$ cat src/design/spi_ep_pkg.sv
`default_nettype none
// ----------------------------------------------------------------------------
// spi_ep_pkg: shared types and codes of the e-paper SPI slave
// Holds the bus preamble and command codes, the configuration register
// indexes and the structs that pass between the block's modules.
// ----------------------------------------------------------------------------
package spi_ep_pkg;

  // Width of the saturating pixel total.
  localparam int unsigned PixelCountWidth = 48;

  // Preamble words that open each bus word sequence.
  localparam logic [15:0] PreCmd = 16'h6000;
  localparam logic [15:0] PreWr  = 16'h0000;
  localparam logic [15:0] PreRd  = 16'h1000;

  // Controller commands.
  localparam logic [15:0] CmdRegRd   = 16'h0010;
  localparam logic [15:0] CmdRegWr   = 16'h0011;
  localparam logic [15:0] CmdLoad    = 16'h0021;
  localparam logic [15:0] CmdRefresh = 16'h0034;
  localparam logic [15:0] CmdVcom    = 16'h0039;
  localparam logic [15:0] CmdInfo    = 16'h0302;

  // Configuration register indexes.
  localparam logic [7:0] CfgEnabled     = 8'd0;
  localparam logic [7:0] CfgPanelWidth  = 8'd1;
  localparam logic [7:0] CfgPanelHeight = 8'd2;
  localparam logic [7:0] CfgPowerOnVcom = 8'd3;

  // Configuration reset values.
  localparam logic [15:0] PanelSizeReset  = 16'd128;
  localparam logic [15:0] PowerOnVcomReset = 16'd1530;

  // Pixels per word after a framing reset (8 bpp).
  localparam logic [3:0] PixelsPerWordReset = 4'd2;

  typedef struct packed {
    logic        enabled;
    logic [15:0] panel_width;
    logic [15:0] panel_height;
    logic [15:0] power_on_vcom;
  } cfg_t;

  typedef struct packed {
    logic [7:0]                 miso_byte;
    logic                       ready_level;
    logic [PixelCountWidth-1:0] pixels_loaded;
    logic [31:0]                refresh_count;
    logic [15:0]                last_waveform;
    logic [15:0]                vcom_millivolts;
  } result_t;

  // Pixel format code (bits 5:4 of the first load argument) to pixels per word.
  function automatic logic [3:0] format_pixels(input logic [1:0] code);
    logic [3:0] ppw;
    case (code)
      2'd0:    ppw = 4'd8;
      2'd1:    ppw = 4'd5;
      2'd2:    ppw = 4'd4;
      default: ppw = 4'd2;
    endcase
    return ppw;
  endfunction

endpackage : spi_ep_pkg
`default_nettype wire

$ cat src/design/spi_ep_cfg.sv
`default_nettype none
// ----------------------------------------------------------------------------
// spi_ep_cfg: configuration register file
// Four software registers written over a valid/ready port; unknown
// indexes are accepted and dropped.
// ----------------------------------------------------------------------------
module spi_ep_cfg (
  input  wire logic             clk_i,
  input  wire logic             rst_ni,
  input  wire logic             cfg_valid_i,
  output logic                  cfg_ready_o,
  input  wire logic [7:0]       cfg_index_i,
  input  wire logic [15:0]      cfg_data_i,
  output spi_ep_pkg::cfg_t      cfg_o
);
  import spi_ep_pkg::*;

  cfg_t cfg_q, cfg_d;
  logic wr;

  assign cfg_ready_o = 1'b1;
  assign wr          = cfg_valid_i & cfg_ready_o;

  always_comb begin
    cfg_d = cfg_q;
    if (wr) begin
      unique case (cfg_index_i)
        CfgEnabled:     cfg_d.enabled       = cfg_data_i[0];
        CfgPanelWidth:  cfg_d.panel_width   = cfg_data_i;
        CfgPanelHeight: cfg_d.panel_height  = cfg_data_i;
        CfgPowerOnVcom: cfg_d.power_on_vcom = cfg_data_i;
        default:        cfg_d = cfg_q;
      endcase
    end
  end

  always_ff @(posedge clk_i or negedge rst_ni) begin
    if (!rst_ni) begin
      cfg_q.enabled       <= 1'b0;
      cfg_q.panel_width   <= PanelSizeReset;
      cfg_q.panel_height  <= PanelSizeReset;
      cfg_q.power_on_vcom <= PowerOnVcomReset;
    end else begin
      cfg_q <= cfg_d;
    end
  end

  assign cfg_o = cfg_q;

endmodule : spi_ep_cfg
`default_nettype wire

$ cat src/design/spi_ep_core.sv
`default_nettype none
// ----------------------------------------------------------------------------
// spi_ep_core: byte pairing, preamble decode and command tracking
// Holds the protocol state and updates it once per processed item; the
// result reflects the state after the update.
// ----------------------------------------------------------------------------
module spi_ep_core (
  input  wire logic            clk_i,
  input  wire logic            rst_ni,
  input  wire logic            fire_i,
  input  wire logic            action_i,
  input  wire logic [7:0]      mosi_byte_i,
  input  wire spi_ep_pkg::cfg_t cfg_i,
  output spi_ep_pkg::result_t  result_o
);
  import spi_ep_pkg::*;

  localparam logic [1:0] PhasePre  = 2'd0;
  localparam logic [1:0] PhaseCmd  = 2'd1;
  localparam logic [1:0] PhaseData = 2'd2;

  // Argument index only matters up to five; it holds there.
  localparam logic [2:0] ArgIdxMax  = 3'd5;
  // Info word index only matters as zero, one or later.
  localparam logic [1:0] InfoIdxMax = 2'd2;

  logic [1:0]                 phase_q, phase_d;
  logic                       hbh_q, hbh_d;
  logic [7:0]                 hhb_q, hhb_d;
  logic [15:0]                cmd_q, cmd_d;
  logic [2:0]                 arg_q, arg_d;
  logic [1:0]                 info_q, info_d;
  logic [15:0]                vcom_q, vcom_d;
  logic                       vdir_one_q, vdir_one_d;
  logic [3:0]                 ppw_q, ppw_d;
  logic                       rd_act_q, rd_act_d;
  logic [2:0]                 rd_pos_q, rd_pos_d;
  logic [15:0]                rd_val_q, rd_val_d;
  logic [PixelCountWidth-1:0] pix_q, pix_d;
  logic [31:0]                refr_q, refr_d;
  logic [15:0]                wave_q, wave_d;

  logic [7:0]                 miso;
  logic [15:0]                word;
  logic [PixelCountWidth:0]   pix_sum;
  logic [1:0]                 rp;

  assign word    = {hhb_q, mosi_byte_i};
  assign pix_sum = {1'b0, pix_q} + {{(PixelCountWidth - 3){1'b0}}, ppw_q};
  assign rp      = rd_pos_q[1:0];

  always_comb begin
    phase_d    = phase_q;
    hbh_d      = hbh_q;
    hhb_d      = hhb_q;
    cmd_d      = cmd_q;
    arg_d      = arg_q;
    info_d     = info_q;
    vcom_d     = vcom_q;
    vdir_one_d = vdir_one_q;
    ppw_d      = ppw_q;
    rd_act_d   = rd_act_q;
    rd_pos_d   = rd_pos_q;
    rd_val_d   = rd_val_q;
    pix_d      = pix_q;
    refr_d     = refr_q;
    wave_d     = wave_q;
    miso       = 8'h00;

    if (fire_i && action_i) begin
      // Framing reset: keep totals and VCOM, restore VCOM if it was zero.
      phase_d    = PhasePre;
      hbh_d      = 1'b0;
      hhb_d      = 8'h00;
      cmd_d      = 16'h0000;
      arg_d      = 3'd0;
      info_d     = 2'd0;
      vdir_one_d = 1'b0;
      ppw_d      = PixelsPerWordReset;
      rd_act_d   = 1'b0;
      rd_pos_d   = 3'd0;
      rd_val_d   = 16'h0000;
      wave_d     = 16'h0000;
      if (vcom_q == 16'h0000) begin
        vcom_d = cfg_i.power_on_vcom;
      end
    end else if (fire_i && cfg_i.enabled) begin
      if (rd_act_q) begin
        // Burst: dummy word, then value word high byte first.
        if (rp == 2'd2) begin
          miso = rd_val_q[15:8];
        end else if (rp == 2'd3) begin
          miso = rd_val_q[7:0];
        end
        rd_pos_d = {1'b0, rp} + 3'd1;
        if (rp == 2'd3) begin
          rd_act_d = 1'b0;
          rd_pos_d = 3'd0;
        end
      end else if (!hbh_q) begin
        hhb_d = mosi_byte_i;
        hbh_d = 1'b1;
      end else begin
        hbh_d   = 1'b0;
        phase_d = PhasePre;
        unique case (phase_q)
          PhaseCmd: begin
            cmd_d = word;
            arg_d = 3'd0;
            if (word == CmdInfo) begin
              info_d = 2'd0;
            end
          end
          PhaseData: begin
            if (cmd_q == CmdVcom) begin
              if (arg_q == 3'd0) begin
                vdir_one_d = (word == 16'h0001);
              end else if (arg_q == 3'd1 && vdir_one_q) begin
                vcom_d = word;
              end
            end else if (cmd_q == CmdLoad) begin
              if (arg_q == 3'd0) begin
                ppw_d = format_pixels(word[5:4]);
              end else if (arg_q == ArgIdxMax) begin
                pix_d = pix_sum[PixelCountWidth] ? '1 : pix_sum[PixelCountWidth-1:0];
              end
            end else if (cmd_q == CmdRefresh) begin
              if (arg_q == 3'd4) begin
                wave_d = word;
                if (refr_q != '1) begin
                  refr_d = refr_q + 32'd1;
                end
              end
            end
            if (arg_q != ArgIdxMax) begin
              arg_d = arg_q + 3'd1;
            end
          end
          PhasePre: begin
            if (word == PreCmd) begin
              phase_d = PhaseCmd;
            end else if (word == PreWr) begin
              phase_d = PhaseData;
            end else if (word == PreRd) begin
              rd_val_d = 16'h0000;
              if (cmd_q == CmdVcom) begin
                rd_val_d = vcom_q;
              end else if (cmd_q == CmdInfo) begin
                if (info_q == 2'd0) begin
                  rd_val_d = cfg_i.panel_width;
                end else if (info_q == 2'd1) begin
                  rd_val_d = cfg_i.panel_height;
                end
                if (info_q != InfoIdxMax) begin
                  info_d = info_q + 2'd1;
                end
              end
              rd_pos_d = 3'd0;
              rd_act_d = 1'b1;
            end
          end
          default: phase_d = PhasePre;
        endcase
      end
    end
  end

  always_ff @(posedge clk_i or negedge rst_ni) begin
    if (!rst_ni) begin
      phase_q    <= PhasePre;
      hbh_q      <= 1'b0;
      hhb_q      <= 8'h00;
      cmd_q      <= 16'h0000;
      arg_q      <= 3'd0;
      info_q     <= 2'd0;
      vcom_q     <= PowerOnVcomReset;
      vdir_one_q <= 1'b0;
      ppw_q      <= PixelsPerWordReset;
      rd_act_q   <= 1'b0;
      rd_pos_q   <= 3'd0;
      rd_val_q   <= 16'h0000;
      pix_q      <= '0;
      refr_q     <= 32'd0;
      wave_q     <= 16'h0000;
    end else begin
      phase_q    <= phase_d;
      hbh_q      <= hbh_d;
      hhb_q      <= hhb_d;
      cmd_q      <= cmd_d;
      arg_q      <= arg_d;
      info_q     <= info_d;
      vcom_q     <= vcom_d;
      vdir_one_q <= vdir_one_d;
      ppw_q      <= ppw_d;
      rd_act_q   <= rd_act_d;
      rd_pos_q   <= rd_pos_d;
      rd_val_q   <= rd_val_d;
      pix_q      <= pix_d;
      refr_q     <= refr_d;
      wave_q     <= wave_d;
    end
  end

  always_comb begin
    result_o.miso_byte       = miso;
    result_o.ready_level     = cfg_i.enabled;
    result_o.pixels_loaded   = pix_d;
    result_o.refresh_count   = refr_d;
    result_o.last_waveform   = wave_d;
    result_o.vcom_millivolts = vcom_d;
  end

  // A framing reset leaves the block at preamble with no burst open.
  a_frame_clears: assert property (@(posedge clk_i) disable iff (!rst_ni)
    fire_i && action_i |=> phase_q == PhasePre && !rd_act_q && !hbh_q)
    else $error("framing reset left protocol state behind");

  // A disabled exchange returns zero and changes nothing.
  a_disabled_quiet: assert property (@(posedge clk_i) disable iff (!rst_ni)
    fire_i && !action_i && !cfg_i.enabled |-> miso == 8'h00 && hbh_d == hbh_q
    && phase_d == phase_q && rd_pos_d == rd_pos_q)
    else $error("disabled exchange touched state");

  // Burst position stays within the four bytes and is zero when idle.
  a_burst_pos: assert property (@(posedge clk_i) disable iff (!rst_ni)
    !rd_pos_q[2] && (rd_act_q || rd_pos_q == 3'd0))
    else $error("read burst position out of range");

  // Byte pairing is suspended while a burst is open.
  a_no_pair_in_burst: assert property (@(posedge clk_i) disable iff (!rst_ni)
    rd_act_q |-> !hbh_q)
    else $error("high byte held during read burst");

  // Saturating counters never wrap down.
  a_totals_grow: assert property (@(posedge clk_i) disable iff (!rst_ni)
    pix_d >= pix_q && refr_d >= refr_q)
    else $error("pixel or refresh total decreased");

endmodule : spi_ep_core
`default_nettype wire

$ cat src/design/spi_epaper_controller_model_top.sv
`default_nettype none
// ----------------------------------------------------------------------------
// spi_epaper_controller_model_top: SPI slave model of an e-paper controller
// Pairs exchanged bytes into words, decodes preambles and commands, counts
// pixels and refreshes, handles VCOM and answers four-byte read bursts.
// ----------------------------------------------------------------------------
//
//  channel | signals                                  | direction
//  --------+------------------------------------------+----------
//  in      | in_valid_i/in_ready_o, action_i,         | host -> block
//          | mosi_byte_i                              |
//  out     | out_valid_o/out_ready_i, miso_byte_o,    | block -> host
//          | ready_level_o, pixels_loaded_o, ...      |
//  cfg     | cfg_valid_i/cfg_ready_o, cfg_index_i,    | host -> block
//          | cfg_data_i                               |
//
// Each item passes from the input register through the protocol logic into
// the result register. One item is accepted every cycle while the result
// register is not stalled; the protocol state update, done once per item,
// sets that rate.
// Reset clears all protocol state, zeroes the totals, sets VCOM to 1530 mV
// and the configuration to its defaults; no clearing pass is needed.
// A result stalled in the output register holds the item in the input
// register; the input side takes one more item while the input register is
// empty, then stalls until the result is transferred.
// ----------------------------------------------------------------------------
module spi_epaper_controller_model_top (
  input  wire logic                                   clk_i,
  input  wire logic                                   rst_ni,
  // input items
  input  wire logic                                   in_valid_i,
  output logic                                        in_ready_o,
  input  wire logic                                   action_i,
  input  wire logic [7:0]                             mosi_byte_i,
  // result items
  output logic                                        out_valid_o,
  input  wire logic                                   out_ready_i,
  output logic [7:0]                                  miso_byte_o,
  output logic                                        ready_level_o,
  output logic [spi_ep_pkg::PixelCountWidth-1:0]      pixels_loaded_o,
  output logic [31:0]                                 refresh_count_o,
  output logic [15:0]                                 last_waveform_o,
  output logic [15:0]                                 vcom_millivolts_o,
  // configuration writes
  input  wire logic                                   cfg_valid_i,
  output logic                                        cfg_ready_o,
  input  wire logic [7:0]                             cfg_index_i,
  input  wire logic [15:0]                            cfg_data_i
);
  import spi_ep_pkg::*;

  cfg_t    cfg;
  result_t res;
  result_t res_q;

  logic       in_valid_q;
  logic       in_action_q;
  logic [7:0] in_mosi_q;
  logic       out_valid_q;
  logic       advance;
  logic       process;
  logic       in_xfer;

  // Advance whenever the result register is empty or being drained.
  assign advance    = !out_valid_q || out_ready_i;
  assign process    = in_valid_q && advance;
  assign in_ready_o = !in_valid_q || process;
  assign in_xfer    = in_valid_i && in_ready_o;

  spi_ep_cfg u_cfg (
    .clk_i       (clk_i),
    .rst_ni      (rst_ni),
    .cfg_valid_i (cfg_valid_i),
    .cfg_ready_o (cfg_ready_o),
    .cfg_index_i (cfg_index_i),
    .cfg_data_i  (cfg_data_i),
    .cfg_o       (cfg)
  );

  spi_ep_core u_core (
    .clk_i       (clk_i),
    .rst_ni      (rst_ni),
    .fire_i      (process),
    .action_i    (in_action_q),
    .mosi_byte_i (in_mosi_q),
    .cfg_i       (cfg),
    .result_o    (res)
  );

  // Input register: hold the item until the core takes it.
  always_ff @(posedge clk_i or negedge rst_ni) begin
    if (!rst_ni) begin
      in_valid_q <= 1'b0;
    end else if (in_xfer) begin
      in_valid_q <= 1'b1;
    end else if (process) begin
      in_valid_q <= 1'b0;
    end
  end

  always_ff @(posedge clk_i) begin
    if (in_xfer) begin
      in_action_q <= action_i;
      in_mosi_q   <= mosi_byte_i;
    end
  end

  // Result register: load on process, drop on transfer.
  always_ff @(posedge clk_i or negedge rst_ni) begin
    if (!rst_ni) begin
      out_valid_q <= 1'b0;
    end else if (process) begin
      out_valid_q <= 1'b1;
    end else if (out_ready_i) begin
      out_valid_q <= 1'b0;
    end
  end

  always_ff @(posedge clk_i) begin
    if (process) begin
      res_q <= res;
    end
  end

  assign out_valid_o       = out_valid_q;
  assign miso_byte_o       = res_q.miso_byte;
  assign ready_level_o     = res_q.ready_level;
  assign pixels_loaded_o   = res_q.pixels_loaded;
  assign refresh_count_o   = res_q.refresh_count;
  assign last_waveform_o   = res_q.last_waveform;
  assign vcom_millivolts_o = res_q.vcom_millivolts;

  // A held item is taken by the core as soon as the result side frees up.
  a_no_lost_item: assert property (@(posedge clk_i) disable iff (!rst_ni)
    in_valid_q && advance |=> out_valid_q)
    else $error("processed item produced no result");

  // A stalled result keeps its payload until transferred.
  a_result_holds: assert property (@(posedge clk_i) disable iff (!rst_ni)
    out_valid_q && !out_ready_i |=> out_valid_q && $stable(res_q))
    else $error("stalled result changed");

  // No item is processed while the result register is blocked.
  a_no_overwrite: assert property (@(posedge clk_i) disable iff (!rst_ni)
    out_valid_q && !out_ready_i |-> !process)
    else $error("result overwritten before transfer");

endmodule : spi_epaper_controller_model_top
`default_nettype wire
$ cat config.mk
export PLATFORM = sky130hd
export DESIGN_NAME = spi_epaper_controller_model_top
export DESIGN_NICKNAME = d
export VERILOG_FILES = /design/src/design/spi_ep_pkg.sv /design/src/design/spi_ep_cfg.sv /design/src/design/spi_ep_core.sv /design/src/design/spi_epaper_controller_model_top.sv
export SDC_FILE = /design/constraint.sdc
export NUM_CORES = 1
export LEC_CHECK = 0
export ABC_AREA = 0
export BUFFER_PORTS_ARGS = -buffer_cell sky130_fd_sc_hd__buf_2
export CORE_UTILIZATION = 30
export CTS_CLUSTER_SIZE = 24
export DETAILED_ROUTE_END_ITERATION = 8
export HOLD_SLACK_MARGIN = 0.15
export PLACE_DENSITY = 0.43
export SYNTH_ARGS = -nofsm -noshare
export SYNTH_HDL_FRONTEND = slang
export SYNTH_SLANG_ARGS = --single-unit
$ cat constraint.sdc
create_clock -name clk_i -period 23.2 [get_ports clk_i]
set_clock_uncertainty 0.15 [all_clocks]
set_input_delay 6.96 -clock clk_i [delete_from_list [all_inputs] [get_ports clk_i]]
set_output_delay 6.96 -clock clk_i [all_outputs]
set_load 0.03 [all_outputs]
# --- Word-level counts from Yosys, hierarchy flattened ---
# Cells that the tools add are included.
classes:
  eq_ne: 39
  n_addsub: 5
  mux: 128
  n_reduce_logical: 47
  bitwise: 2
ops:
  columns: ["op", "n"]
  rows:
  - ["$mux 16", 35]
  - ["$mux 48", 10]
  - ["$mux 32", 10]
  - ["$mux 2", 27]
  - ["$add 48x4->49", 1]
  - ["$eq 16x6->1 const B", 3]
  - ["$mux 8", 6]
  - ["$add 32x1->32 const B", 1]
  - ["$eq 16x10->1 const B", 2]
  - ["$logic_not 16->1", 2]
  - ["$mux 4", 8]
  - ["$ne 32x32->1 const B", 1]
  - ["$mux 1", 24]
  - ["$reduce_bool 2->1", 11]
  - ["$ne 3x1->1 const B", 7]
  - ["$eq 16x1->1 const B", 1]
  - ["$eq 16x13->1 const B", 1]
  - ["$eq 16x15->1 const B", 1]
  - ["$eq 8x2->1 const B", 2]
  - ["$mux 3", 5]
  - ["$reduce_bool 3->1", 5]
  - ["$reduce_and 7->1", 2]
  - ["$pmux 4 s3", 1]
  - ["$reduce_and 6->1", 2]
  - ["26 further kinds", 53]
word_totals:
  regBits: 349
  inputBits: 38
  output_inout_bits: 124
  word_cells: 250

# --- Longest topological paths before layout ---
# Gate-level depths: netlist of run 1.
logic_depth:
  word_depth: 13
  mapped_depth: 10
  ltp_nobuf: 8

# --- By module ---
# A second synthesis of run 1 with hierarchy kept.
hier_totals:
  hier_cells: 1252
  area_unflattened_um2: 14876.8
modules_own_cells:
  columns: ["module", "cells_per_inst", "seq_area_each_um2", "n_inst", "area_each_um2"]
  rows:
  - ["spi_ep_core", 1004, 4215.3, 1, 8856.0]
  - ["spi_epaper_controller_model_top", 138, 3953.8, 1, 4007.6]
  - ["spi_ep_cfg", 110, 1238.7, 1, 2013.2]

# --- Worst setup path after synthesis of run 1 ---
# Ideal clock, no wire load.
synth_path:
  path_type: "input-to-output"
  from: "input out_ready_i"
  to: "output in_ready_o"
  path_stages: 2
  path_buffers: 0
  arrival_ns: 7.353
  slack_ns: 8.737
  cell_sequence: "nor2b_1 > nand2_1"
synth_via:
  elab_chain_cells: 3
synth_lines:
  columns: ["item", "line_no", "rtl"]
  rows:
  - ["start, declared", "spi_epaper_controller_model_top.sv:37", "input wire logic out_ready_i,"]
  - ["$logic_or 1x1->1", "spi_epaper_controller_model_top.sv:65", "assign advance = !out_valid_q || out_ready_i;"]
  - ["$logic_and 1x1->1", "spi_epaper_controller_model_top.sv:66", "assign process = in_valid_q && advance;"]
  - ["$logic_or 1x1->1", "spi_epaper_controller_model_top.sv:67", "assign in_ready_o = !in_valid_q || process;"]
  - ["end, declared", "spi_epaper_controller_model_top.sv:32", "output logic in_ready_o,"]
# Every way passes these cells.

# --- Worst setup path in the final report of run 1 ---
# Same ends and word-level chain as after synthesis.

==> results.tsv, run 1 <==
metric	value	unit
outcome	finished clean	
drt via density	4.925	
Setup TNS Final	0	ns
max_slew headroom	25.58	%
Remaining DRCs	0	
share of layout cells above drive strength 1	24.60	%
post-route clock period utilization	63.81	%
# nets final	1411	
Inst Count DP	1925	
H-tree depth	2	
kind of start point of the critical path	input pin	
sequential cell area fraction in the yosys report	64.12	%
wire length per cell	19.13	microns
Mapped Nets	1248	
slew at the pin closest to its max-slew limit	1.113	ns
worst skew pair latency	0.58	ns
EDFF count, synth	130	
Pre-antenna DRT Iters	5	
maxcap violations	0	
Clock transition at path regs	0.06	ns
largest net degree at the start of global routing	128	
final setup margin	8.396	ns
Distinct cells, synth	69	
worst-case clock buffer depth	3	
total wire length	38.28	mm
Fillers	4741	
Avg Cell Area, Syn	12.33	sq um
synthesized flop and latch total	349	
fin cells	2001	
DPL Wire Length	25.32	mm
Max IR drop VDD	54.93	uV
Final min period	14.80	ns
PD cells	82.94	nW/um^2
clock share of power	42.6	%
antenna cells	0	
Final Hold Vio Count	0	
die width	223.2	microns
Setup Fix Bufs, Post-CTS	0	
Combinational Power Share	7.8	%
DP Worst Slack	8.393	ns
hold-fix buffer count after cts	0	
CTS buffer count	41	
CTS tree	built	
CP endpoint kind	primary output	
fmax	67.55	MHz
Root Driver	clkbuf_16	
# IOs	162	
CP required	16.09	ns
count of input and output buffers	160	
Rows	80	
GRT Residual Overflow	0	
Post-synth top flop	dfrtp_1	
sequential power share	49.6	%
Die ar.	49800	sq um
vias in the first global route	10140	
max-slew violation count	0	
total of warnings raised by yosys	0	
Critical Path Fanout Max	3	
Iter 0 DRT Violations	664	
Leak	0.007422	uW
RSZ-0062 raised after global routing	false	
Hold WC Path Type	flip-flop to flip-flop	
Syn Inst Count	1190	
most frequent cells in the layout	200 x dfrtp_1, 159 x buf_2, 131 x nand2_1, 130 x edfxtp_1, 93 x a21oi_1	
Placed Area	16130	sq um
post-CTS sizing	0	
WP data arrival	7.69	ns
critical path class	input pin to primary output	
Vias	9854	
Async S/R FF share, synth	62.75	%
clock sink total	349	
All-Layer GR Usage	15.61	%
Setup violations, final	0	
worst hold margin	0.3532	ns
Initial Util	30.60	%
first-pass GRT wire length	60.16	mm
Final Cell Area	17410	sq um
leading cell type in the layout, fill and taps excluded	dfrtp_1	
mapped cell area	14670	sq um
cell internal pwr	1070	uW
initial antenna violation count	0	
switching fraction of total power	25.90	%
Post-DRT Antenna Nets	0	
core area	47950	sq um
gpl congestion	0.7569	
P_sw	373.9	uW
Layout area overhead	18.65	%
chip height	223.2	microns
## path summary, 6_finish.rpt
| path | startpoint | end | slack, ns | cells past startpoint |
|---|---|---|---|---|
| setup / recovery | out_ready_i | in_ready_o | 8.40 | 4 |
| hold / removal | u_core.refr_q[25] | u_core.refr_q[25] | 0.35 | 1 |
| setup reg to reg | u_core.phase_q[0] | pixels_loaded_o[47] | 19.57 | 8 |
| hold reg to reg | u_core.refr_q[25] | u_core.refr_q[25] | 0.35 | 1 |
| max in group asynchronous | rst_ni | u_core.pix_q[15] | 15.25 | 2 |
| min in group asynchronous | rst_ni | u_core.refr_q[23] | 6.28 | 1 |
## critical path, cell delays in order
cell     delay (ns)
buf_2          0.10
nor2b_1        0.29
nand2_1        0.13
buf_2          0.20
## flip-flops by register name, indices dropped and copies added (netlist names), 32 cells and up
register	flops
pixels_loaded_o	48
refresh_count_o	32
u_cfg.cfg_o	49
u_core.pix_q	48
u_core.refr_q	32
## cell usage after synthesis (all sizes together), types with 17 or more instances
master	count	share of area, %
dfrtp	200	34
nand2	137	3.6
edfxtp	130	27
a21oi	93	3.2
nor2	78	2.0
nand3	65	2.3
mux2	60	4.6
xnor2	40	2.4
clkbuf	39	1.0
nand4	35	1.6
nor4	31	1.5
inv	25	0.64
a22oi	24	1.2
dfstp	19	3.4
ha	19	1.6
nor3	19	0.79
o21ai	17	0.58
## power groups by stage
stage,Clock (uW),Sequential [uW],Combinational (uW)
floorplan,0,747,41.7
global placement,0,728,115
detailed placement,0,728,115
CTS,639,717,116
global route,661,720,123
finish,616,716,113
## cell families (layout without fill, tap and decap cells)
| family | count (synthesis) | in the layout | synth area share (%) |
|---|---|---|---|
| xor+xnor | 55 | 55 | 3.283 |
| fa+ha+maj | 20 | 20 | 1.757 |
| flops | 349 | 349 | 64.12 |
| buf+inv | 75 | 271 | 2.277 |
| compound gates | 180 | 180 | 7.598 |
| other cells | 1 | 1 | 0.02556 |
| simple gates | 442 | 442 | 15.79 |
| mux | 68 | 68 | 5.150 |
## final cells by class
| type | count | area, sq um | area share (%) |
|---|---|---|---|
| sequential | 349 | 9408 | 54.04 |
| multi-input combinational | 766 | 4960 | 28.49 |
| clock buffer | 55 | 1119 | 6.425 |
| timing repair buffer | 170 | 898.4 | 5.160 |
| tap | 615 | 769.5 | 4.420 |
| clock inverter | 21 | 161.4 | 0.9271 |
| inverter | 25 | 93.84 | 0.5390 |
## metal layers
layer,up-vias,part of all wire [%],track usage [%]
li1,4668,-,-
met1,4929,48,21.84
met2,206,46,24.44
met3,51,4.1,2.766
met4,0,2.2,5.095
met5,-,0,0
## per-stage QoR
step | total power [uW] | util, %
after floorplan | 788.5 | -
after global placement | 842.4 | 33.64
after detailed placement | 842.8 | 33.64
after CTS | 1471 | 36.31
after global routing | 1504 | 36.31
final | 1444 | 36.31
(Power assumes the default switching activity.)
==> run 2, diff against run 1 <==
==> constraint.sdc (replaced) <==
create_clock -name clk_i -period 14.2 [get_ports clk_i]
set_clock_uncertainty 0.15 [all_clocks]
set_input_delay 4.26 -clock clk_i [delete_from_list [all_inputs] [get_ports clk_i]]
set_output_delay 4.26 -clock clk_i [all_outputs]
set_load 0.03 [all_outputs]
==> run 2 against run 1 <==
Utilization increased by 0.091 points. First-iteration DRC count grew 8.6%. Flip-flop and latch count unchanged. Critical path type unchanged. Wire length rose by 1.3%. Worst setup slack got worse by 3.6 ns. Critical endpoint unchanged. Critical path depth stayed put. Global-route usage is 0.18 points higher. Combinational power is 63% higher.
==> results.tsv, run 2 (synthesis gave the netlist of run 1 again) <==
metric	value	unit	change
Hold WC Path Type	flip-flop to flip-flop		
Worst Setup SP	out_ready_i		
Combinational Power Share	7.7	%	about the same
# nets final	1413		+0.14%
core area	47950	sq um	unchanged
most frequent CP cell	buf_2		
post-CTS sizing	0		unchanged
wire length per cell	19.37	microns	+1.2%
crit path to	in_ready_o		
Final Hold Vio Count	0		unchanged
CP endpoint kind	primary output		
PD cells	137.0	nW/um^2	+65%
initial antenna violation count	0		unchanged
Hold Path Stages	1		unchanged
H-tree depth	2		unchanged
biggest cell delay along the critical path	0.28	ns	about the same
first-pass GRT wire length	60.67	mm	+0.85%
Setup Fix Bufs, Post-CTS	0		unchanged
clock share of power	43.4	%	+0.8 points
Post-DRT Antenna Nets	0		unchanged
P_sw	606.5	uW	+62%
critical path class	input pin to primary output		
Reg2Reg Launch Point	u_core.phase_q[0]		
fmax	106.4	MHz	
Initial Util	30.60	%	unchanged
vias in the first global route	10190		+0.43%
gpl congestion	0.7690		+1.6%
RSZ-0062 raised after global routing	false		
Largest register FFs	49		unchanged
cell internal pwr	1785	uW	+67%
switching fraction of total power	25.36	%	-0.54 points
clock sink total	349		unchanged
CTS buffer count	41		unchanged
Vias	9988		+1.4%
R2R setup slack	10.61	ns	-8.96 ns
worst skew pair latency	0.56	ns	-0.02 ns
count of input and output buffers	160		unchanged
CP required	9.79	ns	-6.30 ns
R2R cell count	8		unchanged
total power	2392	uW	+66%
Final min period	9.397	ns	
Remaining DRCs	0		unchanged
Die ar.	49800	sq um	unchanged
CTS tree	built		
Iter 0 DRT Violations	721		+8.6%
outcome	finished clean		
DPL Wire Length	25.96	mm	+2.5%
sequential power share	48.9	%	-0.7 points
Clock transition at path regs	0.06	ns	about the same
Layout area overhead	18.95	%	
max_slew headroom	21.42	%	-4.2 points
die width	223.2	microns	unchanged
largest net degree at the start of global routing	94		-27%
total wire length	38.77	mm	+1.3%
WP data arrival	4.99	ns	-2.70 ns
Finished Core Util	36.40	%	+0.091 points
max-slew violation count	0		unchanged
# IOs	162		unchanged
worst path cell trace	buf_2 > nor2b_1 > nand2_1 > buf_2		
Max IR drop VDD	69.17	uV	+26%
share of layout cells above drive strength 1	24.60	%	unchanged
maxcap violations	0		unchanged
GRT Residual Overflow	0		unchanged
Rows	80		unchanged
Leak	0.007435	uW	+0.17%
Critical Path Fanout Max	3		unchanged
worst-case clock buffer depth	3		unchanged
drt via density	4.989		+1.3%
leading cell type in the layout, fill and taps excluded	dfrtp_1		
slew at the pin closest to its max-slew limit	1.175	ns	+0.06214 ns
Crit-path slowest cell	nor2b_1		
Root Driver	clkbuf_16		
most frequent cells in the layout	200 x dfrtp_1, 159 x buf_2, 131 x nand2_1, 130 x edfxtp_1, 93 x a21oi_1		
post-route clock period utilization	66.18	%	
chip height	223.2	microns	unchanged
kind of start point of the critical path	input pin		
R2R Path End	pixels_loaded_o[47]		
Setup violations, final	0		unchanged
hold-fix buffer count after cts	0		unchanged
Pre-antenna DRT Iters	5		unchanged
All-Layer GR Usage	15.78	%	+0.18 points
Setup TNS Final	0	ns	unchanged
==> run 2: power by group through the flow <==
| stage | combinational (uW) | sequential [uW] | clock (uW) |
|---|---|---|---|
| after global routing | 201 | 1180 | 1110 |
| after CTS | 189 | 1170 | 1080 |
| final | 184 | 1170 | 1040 |
| after global placement | 187 | 1190 | 0 |
| after detailed placement | 188 | 1190 | 0 |
| after floorplan | 68.2 | 1220 | 0 |
==> run 2: cell type report <==
class | instances | area, sq um
Sequential cell | 349 | 9408
Timing Repair Buffer | 172 | 900.9
Inverter | 25 | 93.84
Tap cell | 615 | 769.5
Multi-Input combinational cell | 766 | 4960
Fill cell | 4704 | 30490
Clock buffer | 52 | 1120
Antenna cell | 1 | 2.502
Clock inverter | 22 | 198.9
==> run 2: stage by stage <==
stage                     hold slack, ns  setup slack (ns)  area, sq um  instances
after floorplan                   0.3040             2.672        14670       1190
after global placement            0.3336             4.826        16130       1927
after detailed placement          0.3446             4.795        16130       1927
after CTS                         0.3544             4.796        17450       2001
after global routing              0.3686             4.752        17450       2001
final                             0.3461             4.803        17450       2002
==> run 2: metal layers <==
layer / vias to the layer above / GRT usage (%) / share of wire (%)
li1: 4678 / - / -
met1: 5015 / 22.30 / 49
met2: 243 / 24.47 / 45
met3: 52 / 2.687 / 4.6
met4: 0 / 5.317 / 2.2
met5: - / 0 / 0
==> run 2: worst min-delay path by stage <==
stage / from / end / slack (ns)
detailed placement: u_cfg.cfg_o[27] / u_cfg.cfg_o[27] / 0.34
floorplan: u_core.refr_q[25] / u_core.refr_q[25] / 0.30
global route: u_cfg.cfg_o[22] / u_cfg.cfg_o[22] / 0.37
global placement: u_core.refr_q[25] / u_core.refr_q[25] / 0.33
CTS: u_core.refr_q[15] / u_core.refr_q[15] / 0.35
finish: u_core.refr_q[15] / u_core.refr_q[15] / 0.35
==> run 2: critical path: cells and delay by family <==
| family | cells | cell delay, ns |
|---|---|---|
| buffers and inverters | 2 | 0.30 |
| and+or+nand+nor | 2 | 0.42 |
